### src/rtl/core/assert_macros.svh
// ----------------------------------------------------------------------------
// Assertion macros
// Concurrent assertion helpers for the RTL. Define ASSERT_OFF to drop them.
// ----------------------------------------------------------------------------
`ifndef ASSERT_MACROS_SVH
`define ASSERT_MACROS_SVH

`ifndef ASSERT_OFF
`define ASSERT_IMPLY(lbl, clk, rst, ante, cons, msg) \
  lbl: assert property (@(posedge clk) disable iff (rst) (ante) |-> (cons)) else $error(msg);
`define ASSERT_NEXT(lbl, clk, rst, ante, cons, msg) \
  lbl: assert property (@(posedge clk) disable iff (rst) (ante) |=> (cons)) else $error(msg);
`else
`define ASSERT_IMPLY(lbl, clk, rst, ante, cons, msg)
`define ASSERT_NEXT(lbl, clk, rst, ante, cons, msg)
`endif

`endif

### src/rtl/core/etpc_pkg.sv
// ----------------------------------------------------------------------------
// etpc_pkg
// Types, codes and constants of the encoder turn position controller.
// ----------------------------------------------------------------------------
`timescale 1ns / 1ps
`default_nettype none

package etpc_pkg;

  localparam int COUNT_BITS_DEF = 32;
  localparam int DRIVE_BITS_DEF = 9;

  localparam int ANGLE_W    = 18;
  localparam int COUNT_W    = 32;
  localparam int ANGLE_LSB  = 0;
  localparam int LEFT_LSB   = ANGLE_LSB + ANGLE_W;
  localparam int RIGHT_LSB  = LEFT_LSB + COUNT_W;
  localparam int IN_DATA_W  = ((ANGLE_W + 2 * COUNT_W + 7) / 8) * 8;

  localparam int ELAPSED_W  = 17;
  localparam int SINCE_W    = 8;

  localparam int CFG_INDEX_W = 3;
  localparam int CFG_DATA_W  = 24;

  localparam logic [CFG_INDEX_W-1:0] REG_COUNTS_PER_DEGREE = 3'd0;
  localparam logic [CFG_INDEX_W-1:0] REG_SAMPLE_PERIOD     = 3'd1;
  localparam logic [CFG_INDEX_W-1:0] REG_TURN_TIMEOUT      = 3'd2;
  localparam logic [CFG_INDEX_W-1:0] REG_TOLERANCE         = 3'd3;
  localparam logic [CFG_INDEX_W-1:0] REG_GAIN_KP           = 3'd4;
  localparam logic [CFG_INDEX_W-1:0] REG_MIN_DRIVE         = 3'd5;
  localparam logic [CFG_INDEX_W-1:0] REG_MAX_DRIVE         = 3'd6;

  localparam logic [23:0] RST_COUNTS_PER_DEGREE = 24'd65536;
  localparam logic [7:0]  RST_SAMPLE_PERIOD     = 8'd10;
  localparam logic [15:0] RST_TURN_TIMEOUT      = 16'd5000;
  localparam logic [15:0] RST_TOLERANCE         = 16'd5;
  localparam logic [15:0] RST_GAIN_KP           = 16'd256;
  localparam logic [7:0]  RST_MIN_DRIVE         = 8'd60;
  localparam logic [7:0]  RST_MAX_DRIVE         = 8'd200;

  localparam logic CMD_START = 1'b0;
  localparam logic CMD_TICK  = 1'b1;

  typedef enum logic [1:0] {
    STATUS_RUN     = 2'd0,
    STATUS_DONE    = 2'd1,
    STATUS_TIMEOUT = 2'd2
  } status_t;

  typedef struct packed {
    logic [15:0] tolerance_counts;
    logic [15:0] gain_kp;
    logic [7:0]  min_drive;
    logic [7:0]  max_drive;
  } drive_cfg_t;

endpackage

`default_nettype wire

### src/rtl/core/etpc_drive.sv
// ----------------------------------------------------------------------------
// etpc_drive
// Proportional drive magnitude of one wheel from its remaining error.
// ----------------------------------------------------------------------------
`timescale 1ns / 1ps
`default_nettype none

module etpc_drive #(
  parameter int COUNT_BITS = etpc_pkg::COUNT_BITS_DEF,
  parameter int DRIVE_BITS = etpc_pkg::DRIVE_BITS_DEF
) (
  input  logic signed [COUNT_BITS:0]   err,
  input  etpc_pkg::drive_cfg_t         cfg,
  output logic                         busy,
  output logic        [DRIVE_BITS-2:0] mag
);

  localparam int LIM = 2 ** (DRIVE_BITS - 1) - 1;

  logic signed [COUNT_BITS:0]    tol_s;
  logic        [COUNT_BITS+15:0] prod;
  logic        [COUNT_BITS+7:0]  cmd;
  logic        [COUNT_BITS+7:0]  raised;
  logic        [7:0]             sel;

  assign tol_s  = $signed((COUNT_BITS + 1)'(cfg.tolerance_counts));
  assign busy   = err > tol_s;
  assign prod   = (COUNT_BITS + 16)'(err[COUNT_BITS-1:0]) * (COUNT_BITS + 16)'(cfg.gain_kp);
  assign cmd    = prod[COUNT_BITS+15:8];
  assign raised = (cmd < (COUNT_BITS + 8)'(cfg.min_drive)) ?
                  (COUNT_BITS + 8)'(cfg.min_drive) : cmd;
  assign sel    = (raised > (COUNT_BITS + 8)'(cfg.max_drive)) ? cfg.max_drive : raised[7:0];

  always_comb begin
    if (!busy) begin
      mag = '0;
    end else if (int'(sel) > LIM) begin
      mag = (DRIVE_BITS - 1)'(LIM);
    end else begin
      mag = (DRIVE_BITS - 1)'(sel);
    end
  end

endmodule

`default_nettype wire

### src/rtl/core/encoder_turn_position_controller.sv
// ----------------------------------------------------------------------------
// encoder_turn_position_controller
// Spin-in-place turn controller with proportional position control per wheel.
// ----------------------------------------------------------------------------
// Channel   Dir  Transfer carries
// s_axis    in   tuser: command; tdata: turn_angle, left encoder count, right encoder count
// m_axis    out  tdata: left_drive, right_drive, status
// cfg       in   one register write per cycle with cfg_we high
//
// One item is taken every cycle while s_axis does not stall; its result, if any,
// passes through the input register and then the result register to m_axis.
// While a result waits on m_axis, one more item is held in the input register
// and s_axis then stalls until the result is taken.
// Reset is synchronous, brings the config registers back to their defaults and clears the valid and turn flags.
// ----------------------------------------------------------------------------
`timescale 1ns / 1ps
`default_nettype none
`include "assert_macros.svh"

module encoder_turn_position_controller #(
  parameter int COUNT_BITS = etpc_pkg::COUNT_BITS_DEF,
  parameter int DRIVE_BITS = etpc_pkg::DRIVE_BITS_DEF,
  localparam int OUT_RAW_W = 2 * DRIVE_BITS + 2,
  localparam int OUT_W     = ((OUT_RAW_W + 7) / 8) * 8
) (
  input  logic                                 clk,
  input  logic                                 rst,
  input  logic                                 s_axis_tvalid,
  output logic                                 s_axis_tready,
  // turn_angle, left encoder count, right encoder count
  input  logic [etpc_pkg::IN_DATA_W-1:0]       s_axis_tdata,
  // command
  input  logic [0:0]                           s_axis_tuser,
  output logic                                 m_axis_tvalid,
  input  logic                                 m_axis_tready,
  // left_drive, right_drive, status
  output logic [OUT_W-1:0]                     m_axis_tdata,
  input  logic                                 cfg_we,
  input  logic [etpc_pkg::CFG_INDEX_W-1:0]     cfg_index,
  input  logic [etpc_pkg::CFG_DATA_W-1:0]      cfg_data
);

  localparam logic [31:0] TMAX = 32'((64'd1 << (COUNT_BITS - 1)) - 64'd1);
  localparam logic [etpc_pkg::ELAPSED_W-1:0] ELAPSED_MAX = '1;
  localparam logic [etpc_pkg::SINCE_W-1:0]   SINCE_MAX   = '1;
  localparam logic [42:0] ROUND_HALF = 43'd8388608;

  logic [23:0] counts_per_degree;
  logic [7:0]  sample_period;
  logic [15:0] timeout_limit;
  etpc_pkg::drive_cfg_t drive_cfg;

  logic                              in_valid;
  logic                              in_cmd;
  logic [etpc_pkg::ANGLE_W-1:0]      in_angle;
  logic [COUNT_BITS-1:0]             in_left;
  logic [COUNT_BITS-1:0]             in_right;

  logic                              active, active_next;
  logic                              turn_positive, turn_positive_next;
  logic [COUNT_BITS-2:0]             target_travel, target_travel_next;
  logic [COUNT_BITS-1:0]             origin_left, origin_left_next;
  logic [COUNT_BITS-1:0]             origin_right, origin_right_next;
  logic [etpc_pkg::ELAPSED_W-1:0]    elapsed_ms, elapsed_ms_next;
  logic [etpc_pkg::SINCE_W-1:0]      since_sample_ms, since_sample_ms_next;

  logic                              advance;
  logic                              out_load;
  logic                              res_valid;
  logic signed [DRIVE_BITS-1:0]      res_left;
  logic signed [DRIVE_BITS-1:0]      res_right;
  etpc_pkg::status_t                 res_status;

  logic signed [DRIVE_BITS-1:0]      left_q;
  logic signed [DRIVE_BITS-1:0]      right_q;
  etpc_pkg::status_t                 status_q;

  logic [etpc_pkg::ANGLE_W-1:0]      angle_mag;
  logic [41:0]                       tgt_prod;
  logic [42:0]                       tgt_round;
  logic [18:0]                       tgt_full;
  logic [etpc_pkg::ELAPSED_W-1:0]    elapsed_inc;
  logic [etpc_pkg::SINCE_W-1:0]      since_inc;
  logic [COUNT_BITS-1:0]             diff_left, diff_right;
  logic [COUNT_BITS-1:0]             travel_left, travel_right;
  logic signed [COUNT_BITS:0]        err_left, err_right;
  logic                              busy_left, busy_right;
  logic [DRIVE_BITS-2:0]             mag_left, mag_right;
  logic signed [DRIVE_BITS-1:0]      pos_left, pos_right;

  assign advance       = in_valid && (!m_axis_tvalid || m_axis_tready);
  assign out_load      = advance && res_valid;
  assign s_axis_tready = !in_valid || advance;
  assign m_axis_tdata  = OUT_W'({status_q, right_q, left_q});

  always_ff @(posedge clk) begin
    if (rst) begin
      counts_per_degree          <= etpc_pkg::RST_COUNTS_PER_DEGREE;
      sample_period              <= etpc_pkg::RST_SAMPLE_PERIOD;
      timeout_limit              <= etpc_pkg::RST_TURN_TIMEOUT;
      drive_cfg.tolerance_counts <= etpc_pkg::RST_TOLERANCE;
      drive_cfg.gain_kp          <= etpc_pkg::RST_GAIN_KP;
      drive_cfg.min_drive        <= etpc_pkg::RST_MIN_DRIVE;
      drive_cfg.max_drive        <= etpc_pkg::RST_MAX_DRIVE;
    end else if (cfg_we) begin
      case (cfg_index)
        etpc_pkg::REG_COUNTS_PER_DEGREE: counts_per_degree <= cfg_data;
        etpc_pkg::REG_SAMPLE_PERIOD:     sample_period <= cfg_data[7:0];
        etpc_pkg::REG_TURN_TIMEOUT:      timeout_limit <= cfg_data[15:0];
        etpc_pkg::REG_TOLERANCE:         drive_cfg.tolerance_counts <= cfg_data[15:0];
        etpc_pkg::REG_GAIN_KP:           drive_cfg.gain_kp <= cfg_data[15:0];
        etpc_pkg::REG_MIN_DRIVE:         drive_cfg.min_drive <= cfg_data[7:0];
        etpc_pkg::REG_MAX_DRIVE:         drive_cfg.max_drive <= cfg_data[7:0];
        default: ;
      endcase
    end
  end

  always_ff @(posedge clk) begin
    if (rst) begin
      in_valid <= 1'b0;
    end else if (s_axis_tready) begin
      in_valid <= s_axis_tvalid;
    end
  end

  always_ff @(posedge clk) begin
    if (s_axis_tvalid && s_axis_tready) begin
      in_cmd   <= s_axis_tuser[0];
      in_angle <= s_axis_tdata[etpc_pkg::ANGLE_LSB +: etpc_pkg::ANGLE_W];
      in_left  <= s_axis_tdata[etpc_pkg::LEFT_LSB +: COUNT_BITS];
      in_right <= s_axis_tdata[etpc_pkg::RIGHT_LSB +: COUNT_BITS];
    end
  end

  assign angle_mag = in_angle[etpc_pkg::ANGLE_W-1] ? -in_angle : in_angle;
  assign tgt_prod  = 42'(angle_mag) * 42'(counts_per_degree);
  assign tgt_round = 43'(tgt_prod) + ROUND_HALF;
  assign tgt_full  = tgt_round[42:24];

  assign elapsed_inc = (elapsed_ms < ELAPSED_MAX) ? elapsed_ms + 1'b1 : elapsed_ms;
  assign since_inc   = (since_sample_ms < SINCE_MAX) ? since_sample_ms + 1'b1 : since_sample_ms;

  assign diff_left    = in_left - origin_left;
  assign diff_right   = in_right - origin_right;
  assign travel_left  = diff_left[COUNT_BITS-1] ? -diff_left : diff_left;
  assign travel_right = diff_right[COUNT_BITS-1] ? -diff_right : diff_right;
  assign err_left     = $signed({2'b00, target_travel}) - $signed({1'b0, travel_left});
  assign err_right    = $signed({2'b00, target_travel}) - $signed({1'b0, travel_right});

  etpc_drive #(
    .COUNT_BITS (COUNT_BITS),
    .DRIVE_BITS (DRIVE_BITS)
  ) u_drive_left (
    .err  (err_left),
    .cfg  (drive_cfg),
    .busy (busy_left),
    .mag  (mag_left)
  );

  etpc_drive #(
    .COUNT_BITS (COUNT_BITS),
    .DRIVE_BITS (DRIVE_BITS)
  ) u_drive_right (
    .err  (err_right),
    .cfg  (drive_cfg),
    .busy (busy_right),
    .mag  (mag_right)
  );

  assign pos_left  = $signed(DRIVE_BITS'(mag_left));
  assign pos_right = $signed(DRIVE_BITS'(mag_right));

  always_comb begin
    active_next          = active;
    turn_positive_next   = turn_positive;
    target_travel_next   = target_travel;
    origin_left_next     = origin_left;
    origin_right_next    = origin_right;
    elapsed_ms_next      = elapsed_ms;
    since_sample_ms_next = since_sample_ms;
    res_valid            = 1'b0;
    res_left             = '0;
    res_right            = '0;
    res_status           = etpc_pkg::STATUS_RUN;
    if (in_cmd == etpc_pkg::CMD_START) begin
      if (in_angle == '0) begin
        active_next = 1'b0;
        res_valid   = 1'b1;
        res_status  = etpc_pkg::STATUS_DONE;
      end else begin
        if (32'(tgt_full) > TMAX) begin
          target_travel_next = (COUNT_BITS - 1)'(TMAX);
        end else begin
          target_travel_next = (COUNT_BITS - 1)'(tgt_full);
        end
        turn_positive_next   = !in_angle[etpc_pkg::ANGLE_W-1];
        origin_left_next     = in_left;
        origin_right_next    = in_right;
        elapsed_ms_next      = '0;
        since_sample_ms_next = '0;
        active_next          = 1'b1;
      end
    end else if (active) begin
      elapsed_ms_next      = elapsed_inc;
      since_sample_ms_next = since_inc;
      if (since_inc >= sample_period) begin
        since_sample_ms_next = '0;
        res_valid            = 1'b1;
        if (elapsed_inc > etpc_pkg::ELAPSED_W'(timeout_limit)) begin
          active_next = 1'b0;
          res_status  = etpc_pkg::STATUS_TIMEOUT;
        end else if (!busy_left && !busy_right) begin
          active_next = 1'b0;
          res_status  = etpc_pkg::STATUS_DONE;
        end else if (turn_positive) begin
          res_left  = pos_left;
          res_right = -pos_right;
        end else begin
          res_left  = -pos_left;
          res_right = pos_right;
        end
      end
    end
  end

  always_ff @(posedge clk) begin
    if (rst) begin
      active          <= 1'b0;
      elapsed_ms      <= '0;
      since_sample_ms <= '0;
    end else if (advance) begin
      active          <= active_next;
      elapsed_ms      <= elapsed_ms_next;
      since_sample_ms <= since_sample_ms_next;
    end
  end

  always_ff @(posedge clk) begin
    if (advance) begin
      turn_positive <= turn_positive_next;
      target_travel <= target_travel_next;
      origin_left   <= origin_left_next;
      origin_right  <= origin_right_next;
    end
  end

  always_ff @(posedge clk) begin
    if (rst) begin
      m_axis_tvalid <= 1'b0;
    end else if (out_load) begin
      m_axis_tvalid <= 1'b1;
    end else if (m_axis_tready) begin
      m_axis_tvalid <= 1'b0;
    end
  end

  always_ff @(posedge clk) begin
    if (out_load) begin
      left_q   <= res_left;
      right_q  <= res_right;
      status_q <= res_status;
    end
  end

  `ASSERT_NEXT(a_run_keeps_active, clk, rst, out_load && res_status == etpc_pkg::STATUS_RUN, active, "running result without an active turn")
  `ASSERT_NEXT(a_end_goes_idle, clk, rst, out_load && res_status != etpc_pkg::STATUS_RUN, !active, "turn still active after its final result")
  `ASSERT_IMPLY(a_stop_zero_drive, clk, rst, m_axis_tvalid && status_q != etpc_pkg::STATUS_RUN, left_q == '0 && right_q == '0, "final result with nonzero drive")
  `ASSERT_IMPLY(a_opposite_signs, clk, rst, m_axis_tvalid && status_q == etpc_pkg::STATUS_RUN, !(left_q[DRIVE_BITS-1] && right_q[DRIVE_BITS-1]), "both wheels driven backward")

endmodule

`default_nettype wire

### config.mk
export PLATFORM = sky130hd
export DESIGN_NAME = encoder_turn_position_controller
export DESIGN_NICKNAME = d
export VERILOG_FILES = /design/src/rtl/core/etpc_pkg.sv /design/src/rtl/core/etpc_drive.sv /design/src/rtl/core/encoder_turn_position_controller.sv
export VERILOG_INCLUDE_DIRS = /design/src /design/src/rtl/core
export SDC_FILE = /design/constraint.sdc
export NUM_CORES = 2
export LEC_CHECK = 0
export ABC_AREA = 1
export BUFFER_PORTS_ARGS = -buffer_cell sky130_fd_sc_hd__clkbuf_2
export CORE_ASPECT_RATIO = 1.2
export CORE_MARGIN = 2
export CORE_UTILIZATION = 24
export DETAILED_ROUTE_END_ITERATION = 10
export HOLD_SLACK_MARGIN = 0.1
export SYNTH_ARGS = -nofsm -noshare
export SYNTH_HDL_FRONTEND = slang
export SYNTH_SLANG_ARGS = --single-unit
### constraint.sdc
create_clock -name clk -period 18.8 [get_ports clk]
set_input_delay 4.7 -clock clk [delete_from_list [all_inputs] [get_ports clk]]
set_output_delay 4.7 -clock clk [all_outputs]
set_load 0.02 [all_outputs]
==> run metrics <==
die extent in y a little under 600 um; worst slew pin tran 1.30 ns; WHS Path Cells 0; Max-Cap Viols 0; CP required 19.21 ns; final setup vio count 0; sequential area share after synthesis 11.5%; Setup Crit Path Kind reg2reg; status finished, final reports clean; Avg Synthesized Cell Area 7.50 um^2; # nets final 11200; post-cts gate resize count 0; f_max around 63 MHz; I/O pins 147; headroom to the max-slew limit 12.2%; PnR worst setup slack 2.88 ns; largest net degree at the start of global routing 102; DR WL/cell between 15 and 20 um; clock root buffer clkbuf_16; Iter 0 DRT Violations 3574; RSZ-0062 raised after global routing false; Detail Route Antenna Nets 0; Die X roughly 500 um; initial cell density of the core around a quarter; crit start category flop; post-DP HPWL 191000 um; Most common cell on crit path nand2_1; die area 297000 um^2; vias in the first global route 62800; Num Clock Sinks 311; Filler cells 32000; layout cells sized above 1 5.73%; Gate Count Post-Synth 9360; Mapped Area roughly 70000 um^2; Layout area overhead 9.07%; CTS tree yes; standby leakage power 36.8 nW; post-place setup slack 3.07 ns; # port buffers 136; R2R depth 71; vias per cell 4.53; Seq cells post-synth 311; drt drc 0; most common cell after layout, fill and taps aside nand2_1; first-pass GRT wire length about 360000 um; total negative slack 0 ns; Num CTS Buffers 40; crit-path max FO 27; Tmin final 15.92 ns; final hold vios 0; total wire length between 200000 and 250000 um; vias about 60000; cell area power density roughly 140 nW/um^2; Worst path max stage delay 0.71 ns; most frequent cells in the layout nand2_1, inv_1, fa_1; Post-CTS Setup Bufs 0; antenna violations before repair 30; GP Congestion 0.924; Hold Crit Class reg2reg; hold slack between 0.4 and 0.5 ns; crit end category flop; clk slew on worst S/H paths 0.06 ns; Period Utilization, post-route 84.7%; GRT Util Overall 15.5%; DR pass1 iterations 7; Hold Buf Count CTS 0; htree depth 2; fin. max-slew vios 0; cell row count 217; later-pin clock latency in the skew report 0.65 ns; Synth Warn # 0; Worst Skew slightly above 0.06 ns; GR Overflow Total 0; CP arrival 16.33 ns; Yosys cell types 66; CTS Buffer Depth 3; area of the core 291000 um^2; CP max-delay cell o21ai_0; Max IR drop VDD ~120 uV
logic make-up after synthesis:
logic type                 after synthesis  share of synthesized area (%)
adders and majority gates             1755                           44.0
other                                    1                        0.00534
AOI/OAI and AO/OA                      852                           6.66
xor gates and xnor gates               131                           1.67
and+or+nand+nor                       3961                           23.5
DFF                                    311                           11.5
buffers and inverters                 2349                           12.7
cell usage after synthesis, drive strengths merged:
cell	count	area [um^2]
clkbuf	256	961
nand4	79	494
a41oi	1	8.76
nand3b	39	293
buf	21	153
o31ai	3	22.5
inv	2048	7690
o21ai	288	1460
dfxtp	124	2480
xor2	102	920
nand3	312	1650
and3	3	18.8
nor2	1032	4100
o311ai	3	33.8
a221oi	1	8.76
a211oi	11	82.6
nor3	66	360
o21a	22	165
a21boi	7	56.3
o221ai	2	17.5
clkinv	24	91.3
a21o	20	150
edfxtp	187	5620
o41ai	2	17.5
conb	1	3.75
a21oi	415	2100
and2	6	37.5
ha	565	7070
nor3b	1	7.51
o2111ai	2	17.5
o211ai	32	240
fa	1190	23800
o22ai	1	6.26
xnor2	29	254
or2	35	219
nor4	19	131
o21bai	19	146
nand2	2369	9180
a31oi	23	144
final cells by class:
class / instances / area [um^2] / area share, %
Tap cell: 3832 / 4790 / 6.26
Clock inverter: 24 / 269 / 0.351
Multi-Input combinational cell: 6703 / 53300 / 69.6
Inverter: 2072 / 7790 / 10.2
Clock buffer: 48 / 1080 / 1.41
Sequential cell: 311 / 8110 / 10.6
Antenna cell: 2 / 5.00 / 0.00653
Timing Repair Buffer: 213 / 1260 / 1.64
metal layers:
layer  track usage (%)  vias to the layer above  routed length [um]  share of wire, %
met5                 0                        -                  41             0.018
met4              7.88                        6               13600               5.9
met3              2.11                      603               13800               6.0
met2              28.2                     1835              115000                50
met1              17.7                    29200               88200                38
li1                  -                    28200                   -                 -
sequential cells by signal (all words and copies together), names as in the netlist, 18 cells and up:
signal,count
in_left,32
in_angle,18
drive_cfg,48
in_right,32
origin_right,32
counts_per_degree,24
target_travel,19
origin_left,32
critical path, delay by kind of cell (launching register included):
| kind | cells | cell delay, ns |
|---|---|---|
| buffers and inverters | 11 | 1.63 |
| xor gates and xnor gates | 1 | 0.64 |
| DFF | 1 | 0.42 |
| and+or+nand+nor | 38 | 5.65 |
| adders and majority gates | 10 | 4.72 |
| AOI/OAI and AO/OA | 11 | 2.63 |
final timing paths:
kind / start / endpoint / slack (ns)
setup / recovery: in_left[6] / left_q[5] / 2.88
hold / removal: in_left[20] / origin_left[20] / 0.46
setup reg to reg: in_left[6] / left_q[5] / 2.88
hold reg to reg: in_left[20] / origin_left[20] / 0.46
per-stage QoR:
stage               total power, mW  utilization (%)  instances  cell area (um^2)
floorplan                      6.73                -       9363             70200
global placement               9.53             25.8      13100             75200
detailed placement             9.54             25.8      13100             75200
CTS                            10.4             26.3      13200             76600
global route                   11.6             26.3      13200             76600
finish                         10.4             26.3      13200             76600
where the power goes:
part | switching, mW | internal, mW
sequential | 0.0429 | 0.769
combinational | 5.94 | 2.86
clock | 0.350 | 0.470
total | 6.33 | 4.09
Note: power is estimated with default switching activity, not from simulation.
